===== src/rtl/usb_mass_storage_iface_finder_assert.svh =====
// assertion macros shared by the rtl files
// both expect clk and arst_n in scope
`ifndef USB_MASS_STORAGE_IFACE_FINDER_ASSERT_SVH
`define USB_MASS_STORAGE_IFACE_FINDER_ASSERT_SVH

// same-cycle implication
`define USBMSF_ASSERT_SAME(lbl, ante, cons, msg) \
	lbl: assert property (@(posedge clk) disable iff (!arst_n) (ante) |-> (cons)) \
		else $error(msg);

// next-cycle implication
`define USBMSF_ASSERT_NEXT(lbl, ante, cons, msg) \
	lbl: assert property (@(posedge clk) disable iff (!arst_n) (ante) |=> (cons)) \
		else $error(msg);

`endif


===== src/rtl/usbmsf_pkg.sv =====
package usbmsf_pkg;

	typedef enum logic [1:0] {
		PH_SEARCH = 2'd0,
		PH_IFACE  = 2'd1,
		PH_DONE   = 2'd2
	} phase_t;

	localparam logic [7:0] TYPE_INTERFACE = 8'h04;
	localparam logic [7:0] TYPE_ENDPOINT  = 8'h05;
	localparam logic [7:0] OFF_CLASS      = 8'd5;
	localparam logic [7:0] OFF_ADDRESS    = 8'd2;
	localparam logic [7:0] OFF_ATTRIB     = 8'd3;
	localparam logic [1:0] XFER_BULK      = 2'b10;
	localparam logic [7:0] CLASS_RESET    = 8'h08;

	typedef struct packed {
		logic       found;
		logic       in_ok;
		logic [3:0] in_ep;
		logic       out_ok;
		logic [3:0] out_ep;
	} result_t;

endpackage


===== src/rtl/usbmsf_scan.sv =====
`include "usb_mass_storage_iface_finder_assert.svh"

module usbmsf_scan (
	input  logic                  clk,
	input  logic                  arst_n,
	input  logic                  take,
	input  logic [7:0]            byte_in,
	input  logic                  last_in,
	input  logic [7:0]            match_class,
	output usbmsf_pkg::result_t   result
);

	usbmsf_pkg::phase_t phase_q, phase_d;
	logic [7:0] offset_q, offset_d;
	logic [7:0] length_q, length_d;
	logic [7:0] type_q, type_d;
	logic [7:0] addr_q, addr_d;
	logic       found_q, found_d;
	logic       in_seen_q, in_seen_d;
	logic [3:0] in_num_q, in_num_d;
	logic       out_seen_q, out_seen_d;
	logic [3:0] out_num_q, out_num_d;

	logic       active;
	logic [7:0] len_use;
	logic       stop_zero;
	logic       stop_iface;
	logic       class_hit;
	logic       bulk_hit;

	assign active    = (phase_q == usbmsf_pkg::PH_SEARCH) || (phase_q == usbmsf_pkg::PH_IFACE);
	assign len_use   = (offset_q == 8'd0) ? byte_in : length_q;
	assign stop_zero = (offset_q == 8'd0) && (byte_in == 8'd0);
	assign stop_iface = (offset_q == 8'd1) && (phase_q == usbmsf_pkg::PH_IFACE)
		&& (byte_in == usbmsf_pkg::TYPE_INTERFACE);
	assign class_hit = (phase_q == usbmsf_pkg::PH_SEARCH)
		&& (type_q == usbmsf_pkg::TYPE_INTERFACE)
		&& (offset_q == usbmsf_pkg::OFF_CLASS) && (byte_in == match_class);
	assign bulk_hit  = (phase_q == usbmsf_pkg::PH_IFACE)
		&& (type_q == usbmsf_pkg::TYPE_ENDPOINT)
		&& (offset_q == usbmsf_pkg::OFF_ATTRIB) && (byte_in[1:0] == usbmsf_pkg::XFER_BULK);

	// next phase
	always_comb begin
		phase_d = phase_q;
		if (active) begin
			if (stop_zero || stop_iface) begin
				phase_d = usbmsf_pkg::PH_DONE;
			end else if (class_hit) begin
				phase_d = usbmsf_pkg::PH_IFACE;
			end
		end
	end

	// descriptor tracking and endpoint capture
	always_comb begin
		offset_d   = offset_q;
		length_d   = length_q;
		type_d     = type_q;
		addr_d     = addr_q;
		found_d    = found_q;
		in_seen_d  = in_seen_q;
		in_num_d   = in_num_q;
		out_seen_d = out_seen_q;
		out_num_d  = out_num_q;
		if (active) begin
			if (offset_q == 8'd0) begin
				length_d = byte_in;
				type_d   = 8'd0;
				addr_d   = 8'd0;
			end else if (offset_q == 8'd1) begin
				type_d = byte_in;
			end else begin
				if (class_hit) begin
					found_d = 1'b1;
				end
				if ((phase_q == usbmsf_pkg::PH_IFACE) && (type_q == usbmsf_pkg::TYPE_ENDPOINT)
					&& (offset_q == usbmsf_pkg::OFF_ADDRESS)) begin
					addr_d = byte_in;
				end
				if (bulk_hit) begin
					if (addr_q[7]) begin
						if (!in_seen_q) begin
							in_seen_d = 1'b1;
							in_num_d  = addr_q[3:0];
						end
					end else if (!out_seen_q) begin
						out_seen_d = 1'b1;
						out_num_d  = addr_q[3:0];
					end
				end
			end
			// offset holds where the scan stops
			if (!(stop_zero || stop_iface)) begin
				if (({1'b0, offset_q} + 9'd1) >= {1'b0, len_use}) begin
					offset_d = 8'd0;
				end else begin
					offset_d = offset_q + 8'd1;
				end
			end
		end
	end

	// result as seen after this byte
	always_comb begin
		result.found  = found_d;
		result.in_ok  = in_seen_d;
		result.in_ep  = in_seen_d ? in_num_d : 4'd0;
		result.out_ok = out_seen_d;
		result.out_ep = out_seen_d ? out_num_d : 4'd0;
	end

	always_ff @(posedge clk or negedge arst_n) begin
		if (!arst_n) begin
			phase_q    <= usbmsf_pkg::PH_SEARCH;
			offset_q   <= 8'd0;
			length_q   <= 8'd0;
			type_q     <= 8'd0;
			addr_q     <= 8'd0;
			found_q    <= 1'b0;
			in_seen_q  <= 1'b0;
			in_num_q   <= 4'd0;
			out_seen_q <= 1'b0;
			out_num_q  <= 4'd0;
		end else if (take) begin
			if (last_in) begin
				phase_q    <= usbmsf_pkg::PH_SEARCH;
				offset_q   <= 8'd0;
				length_q   <= 8'd0;
				type_q     <= 8'd0;
				addr_q     <= 8'd0;
				found_q    <= 1'b0;
				in_seen_q  <= 1'b0;
				in_num_q   <= 4'd0;
				out_seen_q <= 1'b0;
				out_num_q  <= 4'd0;
			end else begin
				phase_q    <= phase_d;
				offset_q   <= offset_d;
				length_q   <= length_d;
				type_q     <= type_d;
				addr_q     <= addr_d;
				found_q    <= found_d;
				in_seen_q  <= in_seen_d;
				in_num_q   <= in_num_d;
				out_seen_q <= out_seen_d;
				out_num_q  <= out_num_d;
			end
		end
	end

	`USBMSF_ASSERT_SAME(a_iface_implies_found, phase_q == usbmsf_pkg::PH_IFACE, found_q,
		"in interface phase without a class match")
	`USBMSF_ASSERT_SAME(a_ep_needs_found, in_seen_q || out_seen_q, found_q,
		"endpoint recorded before a matching interface")

endmodule


===== src/rtl/usb_mass_storage_iface_finder.sv =====
// channel   | handshake                 | payload
// ----------+---------------------------+------------------------------------------
// desc      | desc_valid / desc_ready   | desc_byte, is_last
// result    | res_valid / res_ready     | iface_found, in_valid, in_endpoint,
//           |                           | out_valid, out_endpoint
// cfg       | cfg_wr_en (no wait)       | cfg_wr_data -> match_class
//
// one descriptor byte per cycle sustained; a byte is scanned the cycle after its transfer
// a result appears on the result port once the is_last byte leaves the input register
// the single-entry result register lets bytes of the next set flow while a result waits
// only an is_last byte stalls, and only while the result register is full and not taken
// arst_n clears the scan state, both valid flags and sets match_class to mass storage
`include "usb_mass_storage_iface_finder_assert.svh"

module usb_mass_storage_iface_finder (
	input  logic       clk,
	input  logic       arst_n,
	// configuration
	input  logic       cfg_wr_en,
	input  logic [7:0] cfg_wr_data,
	// descriptor byte stream
	input  logic       desc_valid,
	output logic       desc_ready,
	input  logic [7:0] desc_byte,
	input  logic       is_last,
	// scan result
	output logic       res_valid,
	input  logic       res_ready,
	output logic       iface_found,
	output logic       in_valid,
	output logic [3:0] in_endpoint,
	output logic       out_valid,
	output logic [3:0] out_endpoint
);

	logic [7:0] match_class_q;

	// input stage
	logic       valid_s1;
	logic [7:0] byte_s1;
	logic       last_s1;
	logic       adv_s1;

	// result stage
	logic                valid_s2;
	usbmsf_pkg::result_t res_s2;
	usbmsf_pkg::result_t scan_res;

	// class code register, to be written only between sets; the block does not enforce this
	always_ff @(posedge clk or negedge arst_n) begin
		if (!arst_n) begin
			match_class_q <= usbmsf_pkg::CLASS_RESET;
		end else if (cfg_wr_en) begin
			match_class_q <= cfg_wr_data;
		end
	end

	// a byte moves on unless it closes a set and the result slot is still occupied
	assign adv_s1     = valid_s1 && (!last_s1 || !valid_s2 || res_ready);
	assign desc_ready = !valid_s1 || adv_s1;

	always_ff @(posedge clk or negedge arst_n) begin
		if (!arst_n) begin
			valid_s1 <= 1'b0;
		end else if (desc_valid && desc_ready) begin
			valid_s1 <= 1'b1;
		end else if (adv_s1) begin
			valid_s1 <= 1'b0;
		end
	end

	// payload of the input stage needs no reset
	always_ff @(posedge clk) begin
		if (desc_valid && desc_ready) begin
			byte_s1 <= desc_byte;
			last_s1 <= is_last;
		end
	end

	// descriptor walker: state is updated once per byte leaving the input stage
	usbmsf_scan u_scan (
		.clk         (clk),
		.arst_n      (arst_n),
		.take        (adv_s1),
		.byte_in     (byte_s1),
		.last_in     (last_s1),
		.match_class (match_class_q),
		.result      (scan_res)
	);

	// result register, loaded only by the closing byte of a set
	always_ff @(posedge clk or negedge arst_n) begin
		if (!arst_n) begin
			valid_s2 <= 1'b0;
		end else if (adv_s1 && last_s1) begin
			valid_s2 <= 1'b1;
		end else if (res_ready) begin
			valid_s2 <= 1'b0;
		end
	end

	always_ff @(posedge clk) begin
		if (adv_s1 && last_s1) begin
			res_s2 <= scan_res;
		end
	end

	assign res_valid    = valid_s2;
	assign iface_found  = res_s2.found;
	assign in_valid     = res_s2.in_ok;
	assign in_endpoint  = res_s2.in_ep;
	assign out_valid    = res_s2.out_ok;
	assign out_endpoint = res_s2.out_ep;

	// a waiting result must never be overwritten by the next set's closing byte
	`USBMSF_ASSERT_SAME(a_no_overwrite, valid_s1 && last_s1 && valid_s2 && !res_ready, !adv_s1,
		"closing byte advanced over a pending result")
	// the closing byte always produces a result in the next cycle
	`USBMSF_ASSERT_NEXT(a_last_gives_result, adv_s1 && last_s1, valid_s2,
		"closing byte did not load the result register")
	// endpoint numbers read as zero when their direction was not found
	`USBMSF_ASSERT_SAME(a_zero_ep, valid_s2 && !res_s2.in_ok, res_s2.in_ep == 4'd0,
		"in endpoint number nonzero without a bulk in endpoint")
	`USBMSF_ASSERT_SAME(a_zero_ep_out, valid_s2 && !res_s2.out_ok, res_s2.out_ep == 4'd0,
		"out endpoint number nonzero without a bulk out endpoint")

endmodule

===== config.mk =====
export PLATFORM = sky130hd
export DESIGN_NAME = usb_mass_storage_iface_finder
export DESIGN_NICKNAME = d
export VERILOG_FILES = /design/src/rtl/usbmsf_pkg.sv /design/src/rtl/usbmsf_scan.sv /design/src/rtl/usb_mass_storage_iface_finder.sv
export VERILOG_INCLUDE_DIRS = /design/src /design/src/rtl
export SDC_FILE = /design/constraint.sdc
export NUM_CORES = 1
export LEC_CHECK = 0
export BUFFER_PORTS_ARGS = -buffer_cell sky130_fd_sc_hd__buf_2
export CAP_MARGIN = 25
export CORE_ASPECT_RATIO = 2
export CORE_UTILIZATION = 38
export DETAILED_ROUTE_END_ITERATION = 10
export PLACE_DENSITY_LB_ADDON = 0.12
export SYNTH_ARGS = -nofsm -noshare
export SYNTH_HDL_FRONTEND = slang
export SYNTH_SLANG_ARGS = --single-unit

===== constraint.sdc =====
create_clock -name clk -period 4.33 [get_ports clk]
set_clock_uncertainty 0.15 [all_clocks]
set_input_delay 1.0825 -clock clk [delete_from_list [all_inputs] [get_ports clk]]
set_output_delay 1.0825 -clock clk [all_outputs]
set_load 0.03 [all_outputs]

# Word level (Yosys, flattened, before mapping)

Cells that the tools add are included.

Bitwise gates (word level): 0
Multiplexer cells: 55
Reduce and logical (&&, ||, !) cells: 35
$lt $le $gt $ge: 1
Multipliers: 0
Equality and inequality tests: 12
Add/sub/neg operators: 2
Shift operators: 0
Div/mod/pow operators: 0

Operator list:

| cell                | number |
|---|---|
| $mux 8              | 16 |
| $mux 4              | 14 |
| $eq 8x3->1 const B  | 4 |
| $mux 1              | 21 |
| $eq 8x2->1 const B  | 2 |
| $logic_not 8->1     | 2 |
| $logic_and 1x1->1   | 13 |
| $add 8x1->9 const B | 1 |
| $ge 9x8->1          | 1 |
| $reduce_and 3->1    | 3 |
| $reduce_bool 3->1   | 3 |
| $add 8x1->8 const B | 1 |
| $eq 8x1->1 const B  | 1 |
| $eq 8x8->1          | 1 |
| $mux 2              | 4 |
| $reduce_bool 2->1   | 3 |
| $logic_or 1x1->1    | 5 |
| $reduce_and 4->1    | 1 |
| $logic_not 1->1     | 3 |
| $ne 3x2->1 const B  | 1 |
| $eq 2x1->1 const B  | 1 |
| $eq 2x2->1 const B  | 1 |
| $logic_not 2->1     | 1 |
| $ne 2x2->1 const B  | 1 |
| $reduce_and 2->1    | 1 |

Logic and storage cells: 125
Memories: 0
Output and inout bits: 13
Input bits: 22
Memory bits (read-only): 0
Register bits after elaboration: 75
Bits in latches: 0
Bits in writable memories: 0

# Depth between registers and ports, before layout

Gate-level depths: netlist (run 1).

Depth after elaboration: 9
Depth in mapped cells: 13
Mapped depth without buffers: 11

# Cells and area by module

A second synthesis (run 1) with hierarchy kept.

Cells, all modules: 338
Area, all modules: 3783.6 µm²

By module, submodules not included:

| module                        | instances | sequential area each (µm²) | cells an instance | area each (µm²) |
|---|---|---|---|---|
| usbmsf_scan                   | 1         | 1051.0                     | 291               | 2751.4 |
| usb_mass_storage_iface_finder | 1         | 852.1                      | 47                | 1032.2 |

# Least setup slack after synthesis (run 1)

No wires, ideal clock.

Path kind: register -> register
Start point: reg u_scan.offset_q[4]
End point: reg u_scan.offset_q[4]
Cell stages (with the launch flop): 13
Period minus slack after synthesis: 4119 ps
Library setup time: 116 ps
Arrival time: 3853 ps
Setup slack: 211 ps
Required time: 4064 ps
Path buffers: 3
Path through: dfrtp_1 buf_6 or4_4 or4b_2 buf_2 buf_1 mux2i_1 ha_1 and4_1 nor4_1 o211a_1 or3b_2 o311ai_0

Cells in the longest elaborated chain, start to end: 7
Elaborated cells on any way between the ends: 16
Those cells by class: 2 x add/sub; 1 x order compare; 2 x eq/ne; 5 x mux; 6 x reduce/logical

RTL lines:

| what                                                | RTL line           | RTL |
|---|---|---|
| from (decl)                                         | usbmsf_scan.sv:14  | `logic [7:0] offset_q, offset_d;` |
| from (signal assigned)                              | usbmsf_scan.sv:139 | `offset_q <= offset_d;` |
| branches (longest 7 deep; another with $add 8x1->9) | -                  |  |

Several ways; the timed one is not identified. The select of a mux whose other input is x is not followed.
A chain may end at the register's enable or synchronous reset.

# Worst setup path in the final report (run 1)

Same ends and word-level chain as after synthesis.

==> results of run 1 <==
-- final cells by class --
| class | count | area share |
|---|---|---|
| tap | 104 | 0.0306 |
| multi-input combinational | 230 | 0.389 |
| inverter | 20 | 0.0177 |
| clock buffer | 10 | 0.0539 |
| timing repair buffer | 41 | 0.0524 |
| clock inverter | 6 | 0.00854 |
| sequential | 72 | 0.448 |
-- worst max-delay path by stage --
stage	from	cells past startpoint	to
3_3_place_gp	u_scan.offset_q[4]	10	u_scan.offset_q[4]
2_1_floorplan	u_scan.offset_q[4]	12	u_scan.offset_q[4]
6_report	u_scan.offset_q[4]	9	u_scan.offset_q[4]
4_1_cts	u_scan.offset_q[4]	9	u_scan.offset_q[4]
3_5_place_dp	u_scan.offset_q[4]	9	u_scan.offset_q[4]
5_1_grt	u_scan.offset_q[4]	10	u_scan.offset_q[4]
-- per-stage QoR --
step,hold WS (ns),cells,utilization
2_1_floorplan,0.308,334,-
3_3_place_gp,0.327,467,0.424
3_5_place_dp,0.330,467,0.424
4_1_cts,0.347,483,0.453
5_1_grt,0.355,483,0.453
6_report,0.342,483,0.453
-- power by group through the flow --
stage                     registers (mW)  clock network (mW)  logic, mW
after detailed placement           0.937                   0      0.632
after floorplan                    0.899                   0      0.469
after CTS                          0.925               0.680      0.636
final                              0.926               0.667      0.631
after global routing               0.939               0.708      0.704
after global placement             0.938                   0      0.613
-- kinds of logic after synthesis --
group                      count (synthesis)
AOI/OAI and AO/OA                         58
xor gates and xnor gates                  14
adders and majority gates                 12
buffers and inverters                     32
DFF                                       72
muxes                                     39
and+or+nand+nor                          107
-- worst max-delay path, cell delays in order, from the launching register on --
cell	delay, ns
dfrtp_1	0.45
or4_4	0.59
or4b_2	0.65
mux2_2	0.29
ha_1	0.26
nand2b_1	0.14
a2111oi_0	0.42
o211a_1	0.25
or3b_2	0.50
o311ai_0	0.29
-- per-layer routing --
metal  GRT usage  vias up  part of all wire
met5           0        -                 0
met4       0.137        0             0.059
met3      0.0433       31             0.034
met2       0.370       81              0.55
met1       0.203     1350              0.36
li1            -     1289                 -
-- layout by cell type, fill, tap and decap left out, types with 3 or more instances in the layout --
| cell | n |
|---|---|
| a21oi_1 | 6 |
| a22o_1 | 5 |
| a22oi_1 | 8 |
| a32o_1 | 4 |
| and2_1 | 8 |
| buf_2 | 34 |
| buf_4 | 7 |
| clkbuf_16 | 9 |
| clkinvlp_4 | 3 |
| dfrtp_1 | 51 |
| edfxtp_1 | 20 |
| ha_1 | 12 |
| inv_1 | 20 |
| mux2_2 | 9 |
| mux2i_1 | 30 |
| nand2_1 | 35 |
| nand2b_1 | 5 |
| nand3_1 | 5 |
| nand4_1 | 4 |
| nor2_1 | 19 |
| nor3_1 | 5 |
| nor4_1 | 6 |
| o21ai_0 | 17 |
| o21ai_1 | 4 |
| xnor2_1 | 8 |
| xor2_1 | 6 |
-- sequential cells by signal, summed over array words and instances, names as in the netlist --
name               count
byte_s1                8
iface_found            1
in_endpoint            4
in_valid               1
last_s1                1
match_class_q          8
out_endpoint           4
out_valid              1
res_valid              1
u_scan.addr_q          5
u_scan.found_q         1
u_scan.in_num_q        4
u_scan.in_seen_q       1
u_scan.length_q        8
u_scan.offset_q        8
u_scan.out_num_q       4
u_scan.out_seen_q      1
u_scan.phase_q         2
u_scan.type_q          8
valid_s1               1
==> impl_metrics.csv, run 1 <==
group,metric,value,unit
layout,antenna_cells,0,
outcome,run_status,"completed",
layout,multiInputGateArea,1650,um^2
synth,synth_adder_area_share,0.0407,
detailed_routing,drt_iter0_drc,159,
synth,ys_seq_elements,72,
synth,synth_cell_type_count,54,
setup_path,reg2reg_from,"u_scan.offset_q[4]",
synth,synth-xor-area-share,0.0332,
timing,finalWorstSetupSlack,0.211,ns
setup_path,endpoint_kind,"register",
power,pwr-share-comb,0.284,
floorplan,ios,35,
power,pwr-share-seq,0.417,
hold_path,hold_depth,1,
power,design_power_total,2.22,mW
setup_path,critPathKind,"reg -> reg",
synth,synth_most_common_cell,"dfrtp_1",
floorplan,die_x,71.7,um
power,p_leak,1.90,nW
setup_path,reg2reg_to,"u_scan.offset_q[4]",
synth,synth_common_cells,"51 x dfrtp_1, 35 x nand2_1, 30 x mux2i_1",
setup_path,r2r_cells,9,
synth,synthArstFlopShare,0.722,
placement,dp_slack,0.204,ns
floorplan,placementRows,50,
layout,stdcell_area,4250,um^2
setup_path,cp-start-kind,"register",
floorplan,dieArea,10100,um^2
clocking,h-tree-depth,3,
synth,synth_nets,368,
layout,layout-drive-gt1-share,0.190,
placement,gp_congestion,0.846,
clocking,post_cts_resized,0,
clocking,holdBufCountCts,0,
clocking,clkLatencyLatePin,0.34,ns
synth,synth_edf_count,20,
clocking,cts_buffer_depth,2,
hold_path,min_path_type,"reg -> reg",
timing,slew_headroom,0.402,
placement,dp.final_hpwl,7180,um
hold_path,whs_endpoint,"u_scan.found_q",
clocking,cts-buffers-inserted,9,
floorplan,core,9380,um^2
synth,synthCells,334,
layout,seq_area,1900,um^2
timing,setup_tns,0,ns
floorplan,initial_core_util,0.393,
grt,grt_first_pass_wirelength,15100,um
timing,rsz0062_at_grt,"false",
detailed_routing,ant_nets,0,
setup_path,crit_arrival,4.19,ns
flow_run,maxCapViolCount,0,
grt,track_usage,0.204,
power,p_sw_frac,0.342,
hold_path,min_from,"u_scan.found_q",
synth,synth-main-ff-cell,"dfrtp_1",
synth,synth_top_area_share,0.346,
layout,nets,408,
grt,grt_max_degree,32,
power,pwr_density_cell,524,nW/um^2
power,p_switching,760,uW
synth,synth-compound-area-share,0.109,
setup_path,critPathMaxFanout,8,
detailed_routing,routed_wl,9350,um
timing,hold_viol_final,0,
synth,synthMuxAreaShare,0.109,
synth,synthTopCellsByArea,"dfrtp_1 35%, edfxtp_1 16%, mux2i_1 8.1%",
grt,overflow,0,
timing,finalCriticalPeriod,4.12,ns
layout,fill_cells,895,
clocking,cts-root-buf,"clkbuf_16",
power,peakVddDrop,277,uV
grt,grt_pass1_vias,2758,
layout,areaGrowthSynthToFinish,15.1,%
setup_path,reg2reg_slack,0.21,ns
power,internal_power,1.46,mW
timing,worstMarginPinSlew,0.888,ns
clocking,clk_pin_slew,0.06,ns
synth,ys_seq_area_frac,0.516,
detailed_routing,drt-wirelength-per-cell,19.4,um
detailed_routing,vias,2751,
clocking,cts_setup_buffers,0,
placement,dpl_cell_area,3980,um^2
synth,syn-cell-area,3690,um^2
synth,synth_top_family_by_area,"simple AND/OR/NAND/NOR gates",
timing,fmax,243,MHz
grt,antenna_found_initial,0,
synth,yosys.area_share.simple,0.155,
power,pwr-share-clk,0.300,
detailed_routing,drc,0,
synth,yosysTopAreaCell,"dfrtp_1",
timing,finalSetupViolCount,0,
detailed_routing,drt_pass1_iterations,4,
synth,synth_warnings,0,
synth,avgSynthCellArea,11.1,um^2
detailed_routing,viasPerCell,5.70,
placement,portBuffers,34,
timing,period_share,0.951,
clocking,clock-sinks,72,
clocking,tritoncts,"yes",
floorplan,die_h,141,um
setup_path,crit_required,4.40,ns
timing,drv_slew,0,
No activity file was read; power rests on OpenSTA's default activity.
==> inputs of run 2 (changes only) <==
PLACE_DENSITY = 0.58   (was not set)
PLACE_DENSITY_LB_ADDON = not set   (was 0.12)
SKIP_LAST_GASP = 1   (was not set)
==> run 2 against run 1 <==
Hold slack better by 0.014 ns. Via count fell by 0.51%. Critical endpoint unchanged. Global-route usage fell by 0.60 points. Highest routed layer unchanged. Combinational power is 3.6% higher. Critical path depth rose by 1.
==> impl_metrics.csv, run 2 (synthesis results as in run 1) <==
group,metric,value,unit
outcome,run_status,"completed",
clocking,clkLatencyLatePin,0.33,ns
clocking,cts_setup_buffers,0,
timing,finalCriticalPeriod,4.13,ns
placement,dp_slack,0.156,ns
grt,grt_first_pass_wirelength,14700,um
hold_path,min_path_type,"reg -> reg",
grt,track_usage,0.198,
clocking,clk_pin_slew,0.06,ns
timing,setup_tns,0,ns
timing,finalSetupViolCount,0,
grt,grt_max_degree,30,
clocking,clock-sinks,72,
power,p_leak,1.93,nW
detailed_routing,drc,0,
setup_path,crit_required,4.41,ns
layout,areaGrowthSynthToFinish,16.7,%
grt,grt_pass1_vias,2869,
layout,final_common_cell,"dfrtp_1",
layout,antenna_cells,0,
setup_path,critPathMaxFanout,18,
floorplan,initial_core_util,0.393,
floorplan,die_h,141,um
setup_path,crit_arrival,4.21,ns
floorplan,die_x,71.7,um
clocking,tritoncts,"yes",
layout,final_cell_mix,"51 x dfrtp_1, 35 x nand2_1, 34 x buf_2, 30 x mux2i_1",
placement,place_inst,467,
clocking,holdBufCountCts,0,
clocking,cts-root-buf,"clkbuf_16",
floorplan,core,9380,um^2
clocking,cts_buffer_depth,2,
floorplan,ios,35,
floorplan,placementRows,50,
placement,gp_congestion,0.865,
timing,slew_headroom,0.425,
layout,final_core_util,0.459,
grt,overflow,0,
layout,stdcell_count,483,
timing,fmax,242,MHz
detailed_routing,ant_nets,0,
layout,stdcell_area,4310,um^2
placement,portBuffers,34,
timing,finalWorstSetupSlack,0.204,ns
power,design_power_total,2.36,mW
detailed_routing,drt_iter0_drc,200,
floorplan,dieArea,10100,um^2
setup_path,endpoint_kind,"register",
power,peakVddDrop,240,uV
timing,hold_ws,0.356,ns
timing,period_share,0.953,
setup_path,cp-start-kind,"register",
power,pwr_density_cell,548,nW/um^2
timing,worstMarginPinSlew,0.855,ns
clocking,post_cts_resized,0,
placement,dp.final_hpwl,7080,um
setup_path,critPathKind,"reg -> reg",
detailed_routing,viasPerCell,5.67,
layout,nets,408,
detailed_routing,routed_wl,9270,um
detailed_routing,drt-wirelength-per-cell,19.2,um
timing,rsz0062_at_grt,"false",
flow_run,maxCapViolCount,0,
timing,drv_slew,0,
detailed_routing,drt_pass1_iterations,4,
clocking,h-tree-depth,3,
grt,antenna_found_initial,0,
timing,hold_viol_final,0,
detailed_routing,vias,2737,
placement,dpl_cell_area,3980,um^2
clocking,cts-buffers-inserted,9,
layout,layout-drive-gt1-share,0.193,
==> run 2: cell count changes in the layout (fill, tap and decap cells not counted) <==
cell / before / now
o311ai_2: 0 / 1
clkinv_1: 1 / 2
a2111oi_0: 1 / 0
clkinvlp_4: 3 / 1
o311ai_0: 1 / 0
clkinv_4: 0 / 1
bufinv_16: 0 / 2
a2111oi_2: 0 / 1
clkinv_2: 2 / 0
==> run 2: where the power goes <==
| group | internal, mW | leakage, nW | switching [mW] |
|---|---|---|---|
| registers | 0.814 | 0.884 | 0.113 |
| clock network | 0.501 | 0.148 | 0.279 |
| logic | 0.283 | 0.899 | 0.371 |
==> run 2: metal layers <==
metal / vias to the layer above / wire length (um) / global-route usage
met5: - / 0 / 0
met3: 39 / 313 / 0.0433
met4: 0 / 578 / 0.137
met2: 81 / 5150 / 0.366
li1: 1290 / - / -
met1: 1327 / 3230 / 0.188
==> run 2: cell type report <==
| cell class | count | area, um^2 |
|---|---|---|
| clock buffer | 10 | 229 |
| clock inverter | 6 | 83.8 |
| fill | 883 | 5080 |
| inverter | 20 | 75.1 |
| multi-input combinational | 230 | 1660 |
| sequential | 72 | 1900 |
| tap | 104 | 130 |
| timing repair buffer | 41 | 223 |
==> run 2: path summary, 6_finish.rpt <==
path / start / endpoint / slack (ns) / cells after the start
worst max-delay path: u_scan.offset_q[4] / u_scan.offset_q[4] / 0.20 / 10
worst min-delay path: u_scan.found_q / u_scan.found_q / 0.36 / 1
worst max register to register: u_scan.offset_q[4] / u_scan.offset_q[4] / 0.20 / 10
worst min register to register: u_scan.found_q / u_scan.found_q / 0.36 / 1
max in group asynchronous: arst_n / u_scan.length_q[6] / 2.58 / 2
min in group asynchronous: arst_n / match_class_q[1] / 0.65 / 1
==> run 2: critical path: stages (launching register included) <==
cell	delay (ns)
dfrtp_1	0.48
or4_4	0.59
or4b_2	0.64
buf_4	0.24
mux2i_1	0.15
ha_1	0.33
and4_1	0.20
nor4_1	0.23
o211a_1	0.24
or3b_2	0.51
o311ai_2	0.25
==> inputs of run 3 (changes only) <==
SYNTH_HIERARCHICAL = 1   (was not set)
==> run 3 against run 2 <==
Sequential power is 11% lower. Total power shrank 17%. Hold slack improved by 0.0060 ns. Synthesized area is 2.5% higher. Combinational power down 39%. Largest power group unchanged.
==> impl_metrics.csv, run 3 <==
group,metric,value,unit
clocking,post_cts_resized,0,
timing,setup_tns,0,ns
layout,layout-drive-gt1-share,0.193,
synth,synth_warnings,6,
synth,avgSynthCellArea,11.2,um^2
layout,final_cell_mix,"51 x dfrtp_1, 37 x nand2_1, 34 x buf_2, 23 x mux2i_1, 22 x o21ai_0",
synth,ys_seq_elements,72,
setup_path,crit_arrival,3.34,ns
detailed_routing,ant_nets,0,
grt,grt_pass1_vias,2806,
placement,gp_congestion,0.882,
timing,hold_viol_final,0,
detailed_routing,drt-wirelength-per-cell,18.1,um
power,design_power_total,1.95,mW
setup_path,endpoint_kind,"register",
power,pwr_density_cell,450,nW/um^2
clocking,cts-root-buf,"clkbuf_16",
floorplan,dieArea,10400,um^2
outcome,run_status,"completed",
layout,stdcell_area,4340,um^2
grt,overflow,0,
hold_path,min_path_type,"reg -> reg",
power,p_sw_frac,0.295,
synth,synth_most_common_cell,"dfrtp_1",
clocking,cts_buffer_depth,2,
hold_path,hold_depth,1,
timing,slew_headroom,0.317,
power,pwr-share-seq,0.424,
setup_path,r2r_cells,9,
setup_path,startpoint,"u_scan/offset_q[2]",
flow_run,maxCapViolCount,0,
grt,antenna_found_initial,0,
clocking,clock-sinks,72,
clocking,cts-buffers-inserted,9,
setup_path,crit_required,4.40,ns
synth,synthArstFlopShare,0.722,
detailed_routing,drt_iter0_drc,139,
setup_path,critPathKind,"reg -> reg",
synth,synth_cell_type_count,56,
detailed_routing,drt_pass1_iterations,4,
detailed_routing,viasPerCell,5.42,
clocking,tritoncts,"yes",
detailed_routing,drc,0,
power,pwr-share-comb,0.204,
placement,dpl_cell_area,4060,um^2
clocking,clk_pin_slew,0.06,ns
grt,track_usage,0.194,
timing,hold_ws,0.362,ns
setup_path,reg2reg_slack,1.06,ns
synth,synthCells,338,
synth,ys_seq_area_frac,0.503,
floorplan,core,9700,um^2
timing,finalCriticalPeriod,3.27,ns
timing,period_share,0.755,
floorplan,initial_core_util,0.390,
power,peakVddDrop,260,uV
layout,final_core_util,0.448,
clocking,holdBufCountCts,0,
timing,fmax,306,MHz
floorplan,die_h,143,um
synth,synth_edf_count,20,
timing,rsz0062_at_grt,"false",
clocking,cts_setup_buffers,0,
floorplan,die_x,72.6,um
layout,final_common_cell,"dfrtp_1",
power,p_leak,1.88,nW
power,p_switching,577,uW
timing,drv_slew,0,
synth,syn-cell-area,3780,um^2
power,internal_power,1.38,mW
synth,synthTopCellsByArea,"dfrtp_1 34%, edfxtp_1 16%, mux2i_1 6.1%",
setup_path,reg2reg_to,"u_scan/offset_q[0]",
detailed_routing,routed_wl,9180,um
placement,dp.final_hpwl,6830,um
clocking,clkLatencyLatePin,0.33,ns
grt,grt_max_degree,29,
power,pwr-share-clk,0.372,
setup_path,reg2reg_from,"u_scan/offset_q[2]",
synth,synth_nets,372,
grt,grt_first_pass_wirelength,14500,um
layout,areaGrowthSynthToFinish,14.8,%
layout,nets,403,
clocking,h-tree-depth,3,
setup_path,critPathMaxFanout,10,
synth,synth_common_cells,"51 x dfrtp_1, 37 x nand2_1, 23 x mux2i_1",
timing,worstMarginPinSlew,1.01,ns
synth,synth-main-ff-cell,"dfrtp_1",
setup_path,cp-start-kind,"register",
floorplan,ios,35,
layout,antenna_cells,0,
hold_path,whs_endpoint,"u_scan/out_num_q[3]",
hold_path,min_from,"u_scan/out_num_q[3]",
synth,yosysTopAreaCell,"dfrtp_1",
placement,portBuffers,34,
detailed_routing,vias,2742,
floorplan,placementRows,51,
synth,synth_top_area_share,0.337,
timing,finalSetupViolCount,0,
layout,fill_cells,962,
[run 3: cell count changes after synthesis, sizes merged, moves of 5 or more]
cell and change:
o2bb2ai +8, mux2i -7, a22oi -8, nor2 -8, nand2b +5, inv -7
[run 3: stage by stage]
step                      cells  setup slack, ns
final                       506             1.06
after global routing        506            0.908
after CTS                   506             1.07
after detailed placement    490             1.08
after global placement      490             1.13
after floorplan             338             1.33
[run 3: kinds of logic (layout without fill, tap and decap cells)]
| kind of cell | count (synthesis) | after routing | synth area share |
|---|---|---|---|
| flip-flops | 72 | 72 | 0.503 |
| buffers and inverters | 31 | 67 | 0.0367 |
| XOR/XNOR | 13 | 13 | 0.0301 |
| AO/OA/AOI/OAI | 64 | 64 | 0.114 |
| multiplexers | 33 | 33 | 0.0985 |
| AND/OR/NAND/NOR | 113 | 113 | 0.178 |
| adder cells (fa/ha/maj) | 12 | 12 | 0.0397 |
[run 3: how the worst max path moves through the flow]
stage | cells after the start | endpoint | slack, ns
floorplan | 10 | u_scan/offset_q[0] | 1.33
global placement | 9 | u_scan/offset_q[0] | 1.13
detailed placement | 9 | u_scan/offset_q[0] | 1.08
CTS | 9 | u_scan/offset_q[0] | 1.07
global route | 9 | u_scan/offset_q[0] | 0.91
finish | 9 | u_scan/offset_q[0] | 1.06
[run 3: layer usage]
layer  track usage  vias to the layer above  wire (um)
met5             0                        -          0
met4         0.166                        0        680
met3        0.0452                       40        241
met2         0.325                       82       4880
met1         0.197                     1327       3370
li1              -                     1293          -
[run 3: power groups by stage]
stage               Sequential (mW)  Clock (mW)  Combinational, mW
floorplan                     0.823           0              0.295
detailed placement            0.840           0              0.400
global placement              0.839           0              0.392
CTS                           0.828       0.745              0.401
global route                  0.838       0.774              0.441
finish                        0.829       0.726              0.399
[run 3: layout make-up]
class	instances	area, um^2	area share
clock buffer	11	233	0.0536
clock inverter	5	56.3	0.0130
inverter	14	52.6	0.0121
multi-input combinational	235	1740	0.401
sequential	72	1900	0.438
tap	132	165	0.0380
timing repair buffer	37	193	0.0444
[run 3: critical path, stage by stage, from the launching register on]
cell	delay (ns)
dfrtp_1	0.50
nor4_4	0.36
nand3_1	0.41
mux2_2	0.43
ha_1	0.27
nand2b_1	0.09
a31oi_1	0.10
o31a_1	0.36
and4_4	0.23
mux2_2	0.26
